**src/rtl/bfrp_pkg.sv**
```systemverilog
// bfrp_pkg: shared types and constants for the bilateral filter block
// no dependencies
package bfrp_pkg;

   localparam logic [1:0] KIND_PIXEL   = 2'd0;
   localparam logic [1:0] KIND_RANGE   = 2'd1;
   localparam logic [1:0] KIND_SPATIAL = 2'd2;
   localparam logic [1:0] KIND_DRAIN   = 2'd3;

   localparam logic [1:0] CSR_WIDTH  = 2'd0;
   localparam logic [1:0] CSR_HEIGHT = 2'd1;
   localparam logic [1:0] CSR_RADIUS = 2'd2;

   localparam int CSR_DATA_BITS = 12;
   localparam int PIX_MAX       = 255;

   typedef struct packed {
      logic [1:0]  kind;
      logic [7:0]  pixel_in;
      logic [7:0]  table_index;
      logic [15:0] table_weight;
   } req_type;

   typedef struct packed {
      logic [7:0] filtered_pixel;
      logic       frame_end;
   } rsp_type;

   // start and result between sequencer and divider
   typedef struct packed {
      logic start;
      logic busy;
      logic done;
   } div_ctl_type;

endpackage

```
**src/rtl/bfrp_div.sv**
```systemverilog
// bfrp_div: restoring serial divider, one quotient bit per cycle
// depends on bfrp_pkg
module bfrp_div import bfrp_pkg::*; #(
   parameter int NUM_BITS = 48,
   parameter int DEN_BITS = 40
) (
   input  logic                clock,
   input  logic                reset,
   input  logic                start,
   input  logic [NUM_BITS-1:0] num,
   input  logic [DEN_BITS-1:0] den,
   output div_ctl_type         ctl,
   output logic [NUM_BITS-1:0] quot
);
   localparam int CW = $clog2(NUM_BITS + 1);

   logic [NUM_BITS-1:0] q_ff, q_in;
   logic [DEN_BITS:0]   rem_ff, rem_in;
   logic [DEN_BITS-1:0] den_ff, den_in;
   logic [CW-1:0]       cnt_ff, cnt_in;
   logic                busy_ff, busy_in, done_ff, done_in;
   logic [DEN_BITS+1:0] trial;

   // load on start, else one shift-subtract step while busy
   always_comb begin
      q_in = q_ff; rem_in = rem_ff; den_in = den_ff; cnt_in = cnt_ff;
      busy_in = busy_ff; done_in = 1'b0;
      trial = '0;
      if (start) begin
         q_in = num; rem_in = '0; den_in = den;
         cnt_in = CW'(NUM_BITS); busy_in = 1'b1;
      end else if (busy_ff) begin
         trial = {rem_ff, q_ff[NUM_BITS-1]} - {2'b00, den_ff};
         if (!trial[DEN_BITS+1]) begin
            rem_in = trial[DEN_BITS:0];
            q_in = {q_ff[NUM_BITS-2:0], 1'b1};
         end else begin
            rem_in = {rem_ff[DEN_BITS-1:0], q_ff[NUM_BITS-1]};
            q_in = {q_ff[NUM_BITS-2:0], 1'b0};
         end
         cnt_in = cnt_ff - 1'b1;
         if (cnt_ff == CW'(1)) begin
            busy_in = 1'b0; done_in = 1'b1;
         end
      end
   end

   always_ff @(posedge clock) begin
      q_ff <= q_in; rem_ff <= rem_in; den_ff <= den_in; cnt_ff <= cnt_in;
      if (reset) begin
         busy_ff <= 1'b0; done_ff <= 1'b0;
      end else begin
         busy_ff <= busy_in; done_ff <= done_in;
      end
   end

   assign ctl.start = start;
   assign ctl.busy  = busy_ff;
   assign ctl.done  = done_ff;
   assign quot      = q_ff;
endmodule

```
**config.mk**
```make
export PLATFORM = sky130hd
export DESIGN_NAME = bfrp_div
export DESIGN_NICKNAME = d
export VERILOG_FILES = /design/src/rtl/bfrp_pkg.sv /design/src/rtl/bfrp_div.sv
export SDC_FILE = /design/constraint.sdc
export NUM_CORES = 1
export LEC_CHECK = 0
export ABC_AREA = 1
export ABC_CLOCK_PERIOD_IN_PS = 3100
export BUFFER_PORTS_ARGS = -buffer_cell sky130_fd_sc_hd__buf_2
export CELL_PAD_IN_SITES_DETAIL_PLACEMENT = 1
export CELL_PAD_IN_SITES_GLOBAL_PLACEMENT = 2
export CORE_UTILIZATION = 32
export CTS_CLUSTER_DIAMETER = 200
export DETAILED_ROUTE_END_ITERATION = 12
export GPL_TIMING_DRIVEN = 0
export HOLD_SLACK_MARGIN = 0.05
export PLACE_DENSITY = 0.92
export REMOVE_ABC_BUFFERS = 1
export SLEW_MARGIN = 5
export SYNTH_ARGS = -nofsm -noshare
export SYNTH_HDL_FRONTEND = slang
export SYNTH_SLANG_ARGS = --single-unit
```
**constraint.sdc**
```tcl
create_clock -name clock -period 3.1 [get_ports clock]
set_clock_uncertainty 0.2 [all_clocks]
set_input_delay 0.62 -clock clock [delete_from_list [all_inputs] [get_ports clock]]
set_output_delay 0.62 -clock clock [all_outputs]
set_load 0.02 [all_outputs]
```
==> key figures <==
STA
  • Setup repair after global routing missed its margin: no
  • Highest Clock Rate: around 360 MHz
  • Hold violation total from the final report: 0
  • Ratio of final minimum period to clock period: 0.904
  • Number of endpoints failing setup at the final stage: 0
  • Final worst path period need: 2.80 ns
  • Worst-Margin Slew: 0.685 ns
  • Max-slew violations: 0
  • Relative max-transition margin: 0.543

Yosys
  • Number of enable flip-flop cells after synthesis: 88
  • Dominant cell by count in the synthesized netlist: sky130_fd_sc_hd__nand2_1
  • Area contributors post-synth: sky130_fd_sc_hd__edfxtp_1 (29%), sky130_fd_sc_hd__nand2_1 (24%), sky130_fd_sc_hd__dfxtp_1 (11%)
  • Most used DFF post-synth: sky130_fd_sc_hd__edfxtp_1
  • Most numerous cell types in the synthesized netlist: sky130_fd_sc_hd__nand2_1 (575), sky130_fd_sc_hd__inv_1 (234), sky130_fd_sc_hd__nor2_1 (92)
  • Gate count of the mapped netlist: 1310
  • Warnings, synthesis: 0
  • Number of distinct library cell variants in the gate-level netlist after synthesis: 37
  • Flip-flop and latch count after synthesis: 137
  • Syn Area/Cell: just under 7 µm²
  • Fraction of post-synthesis cell area in the top cell type by area: 0.295
  • Post-synthesis cell type with the largest combined area: sky130_fd_sc_hd__edfxtp_1
  • Netlist Area Pre-Place: 8960 µm²
  • Sequential-to-total area share from yosys stat: 0.404
  • Async set-reset flop share out of synthesis: 0

Place
  • Number of input and output port buffers inserted: 141
  • Placed Cells incl. Taps: 1798
  • Post-detail-place hpwl: 21100 µm
  • Final GP Congestion: 0.879

CTS
  • Num CTS Buffers: 17
  • Number of hold buffers added after CTS: 0
  • Post-CTS Resized: 0
  • Max Root-Sink Buffers: 2
  • Clk slew on worst S/H paths: 0.07 ns
  • Clock tree from TritonCTS: built
  • Number of buffers added for setup after CTS: 0
  • Depth of the CTS H-tree: 4
  • Cell at the root of the clock tree: sky130_fd_sc_hd__clkbuf_16
  • Clock latency at the later pin of the worst-skew pair: 0.43 ns
  • Clock net sink count: roughly 140

Global routing
  • Wire length of the first global-routing pass: 44600 µm
  • Number of global-route vias before repair: between 8000 and 9000
  • Antenna violations before repair: 0
  • Overall global routing resource usage: 0.199
  • Grt ovf: 0
  • Pin count of the biggest net entering global routing: 67

Worst setup path
  • Data required time at the worst endpoint: 3.05 ns
  • Endpoint type of the worst setup path: flop
  • Critical setup path kind: flop to flop
  • Critical-path maximum fanout: 42
  • Critical Path Start Type: flop
  • R2R Setup Slk: around 0.3 ns
  • CP Data Arrival Time: 2.75 ns

Final layout
  • Number of diodes added for antenna fixing: 0
  • Area growth from synthesis to layout: 19.1%
  • Fraction of layout instances using a drive strength above 1: 0.141
  • Number of nets in the final layout: 1579
  • Post-route non-filler standard cell count: ~1800

Drt
  • Antenna-violating nets left: 0
  • Total vias in the final route: 8325
  • DRC viols: 0
  • Detailed-router iteration count before antenna repair: 5
  • Vias per std cell: 4.55
  • Wire length reported by the detailed router: 27100 µm
  • DRC violation total after the first TritonRoute iteration: ~300
  • Routed wire per std cell: 14.8 µm

Floorplanning
  • Die H: around 170 µm
  • Total Die Area: 28700 µm²
  • Core footprint: 27200 µm²
  • Number of top-level pins: 142
  • Chip width: 169 µm
  • Placement row count: 60
  • Initial core utilization: 0.330

Power and ir drop
  • Overall power after layout: a little under 5 mW
  • Maximum VDD drop: 0.294 mV
  • Leakage power summed over all cells: ~5.7 nW
  • Pwr/cell area: 463 nW/µm²

Min path
  • Worst min path class: input port to flop

Run status
  • Result of the run: complete, no violations

Job
  • # Max-Cap Violations: 0
==> kinds of logic after synthesis <==
family,after synthesis,share of synthesized area
AO/OA/AOI/OAI,64,0.0402
adder cells (fa/ha/maj),43,0.0609
AND/OR/NAND/NOR,778,0.353
XOR/XNOR,24,0.0235
flip-flops,137,0.404
buffers and inverters,264,0.118
==> state kept, by name (all words and copies together), names as in the netlist <==
name     count
rem_ff      41
busy_ff      1
quot        48
den_ff      40
done_ff      1
cnt_ff       6
==> critical path: stages (launching register included) <==
cell and delay (ns):
sky130_fd_sc_hd__edfxtp_1 0.36, sky130_fd_sc_hd__inv_1 0.05, sky130_fd_sc_hd__ha_1 0.38, sky130_fd_sc_hd__nand2_1 0.15, sky130_fd_sc_hd__nor2_2 0.19, sky130_fd_sc_hd__nand2_2 0.11, sky130_fd_sc_hd__inv_1 0.06, sky130_fd_sc_hd__nand2_1 0.07
sky130_fd_sc_hd__nand2_1 0.08, sky130_fd_sc_hd__nand2_2 0.09, sky130_fd_sc_hd__nand3_2 0.11, sky130_fd_sc_hd__nand2_2 0.07, sky130_fd_sc_hd__nand2_4 0.41, sky130_fd_sc_hd__o21ai_0 0.16
==> path summary, 6_finish.rpt <==
check,start,endpoint,depth (start not counted)
worst min register to register,rem_ff[4],rem_ff[4],2
worst max-delay path,den_ff[20],quot[0],13
worst max register to register,den_ff[20],quot[0],13
worst min-delay path,den[1],den_ff[1],1
==> layout make-up <==
| class | count | area [µm²] |
|---|---|---|
| clock buffers | 18 | 429 |
| clock inverters | 14 | 163 |
| fillers | 3565 | 16500 |
| inverters | 235 | 883 |
| multi-input cells | 909 | 4300 |
| flip-flops and latches | 137 | 3620 |
| well taps | 372 | 465 |
| repair buffers | 145 | 811 |
==> cells in the final DEF (no fill, tap or decap), types with 2 or more instances in the layout <==
cell | netlist | routed
sky130_fd_sc_hd__nand2_1 | 575 | 575
sky130_fd_sc_hd__inv_1 | 234 | 233
sky130_fd_sc_hd__buf_2 | 0 | 140
sky130_fd_sc_hd__nor2_1 | 92 | 90
sky130_fd_sc_hd__edfxtp_1 | 88 | 88
sky130_fd_sc_hd__nand3_1 | 78 | 78
sky130_fd_sc_hd__dfxtp_1 | 49 | 49
sky130_fd_sc_hd__ha_1 | 42 | 42
sky130_fd_sc_hd__a21oi_1 | 30 | 30
sky130_fd_sc_hd__xnor2_1 | 18 | 18
sky130_fd_sc_hd__clkbuf_16 | 0 | 17
sky130_fd_sc_hd__o21ai_0 | 16 | 16
sky130_fd_sc_hd__nand2_2 | 8 | 8
sky130_fd_sc_hd__xor2_1 | 6 | 6
sky130_fd_sc_hd__o21ai_1 | 6 | 6
sky130_fd_sc_hd__nand4_1 | 5 | 5
sky130_fd_sc_hd__nor2_4 | 3 | 5
sky130_fd_sc_hd__inv_6 | 0 | 5
sky130_fd_sc_hd__nor2_2 | 4 | 4
sky130_fd_sc_hd__o21bai_1 | 4 | 4
sky130_fd_sc_hd__nand2_4 | 3 | 3
sky130_fd_sc_hd__clkinvlp_4 | 0 | 3
sky130_fd_sc_hd__buf_16 | 0 | 3
sky130_fd_sc_hd__nor3_1 | 2 | 2
sky130_fd_sc_hd__clkinv_2 | 0 | 2
sky130_fd_sc_hd__a21oi_2 | 2 | 2
sky130_fd_sc_hd__nand3_2 | 2 | 2
sky130_fd_sc_hd__o21a_1 | 2 | 2
sky130_fd_sc_hd__inv_8 | 0 | 2
sky130_fd_sc_hd__bufinv_16 | 0 | 2
==> through the flow <==
stage	hold slack (ns)	util	setup slack, ns	TNS (ns)	instance area (µm²)
4_1_cts	0.134	0.393	0.236	0	10700
3_5_place_dp	0.264	0.371	0.191	0	10100
6_report	0.156	0.393	0.299	0	10700
2_1_floorplan	0.249	-	-0.663	-32.44	8790
5_1_grt	0.133	0.393	0.0104	0	10700
3_3_place_gp	0.260	0.366	-4.29	-374.71	9960
==> power breakdown <==
group	leakage, nW	total, mW	switching [mW]	internal [mW]
logic	4.14	0.659	0.437	0.222
clock network	0.282	2.13	0.925	1.21
registers	1.28	2.14	0.0628	2.08
total	5.70	4.94	1.42	3.51
==> routing by layer <==
layer  part of all wire  GRT usage
met1               0.46      0.244
met4              0.020     0.0662
met2               0.47      0.341
met5                  0          0
met3              0.054     0.0483
Note: power is estimated with default switching activity, not from simulation.
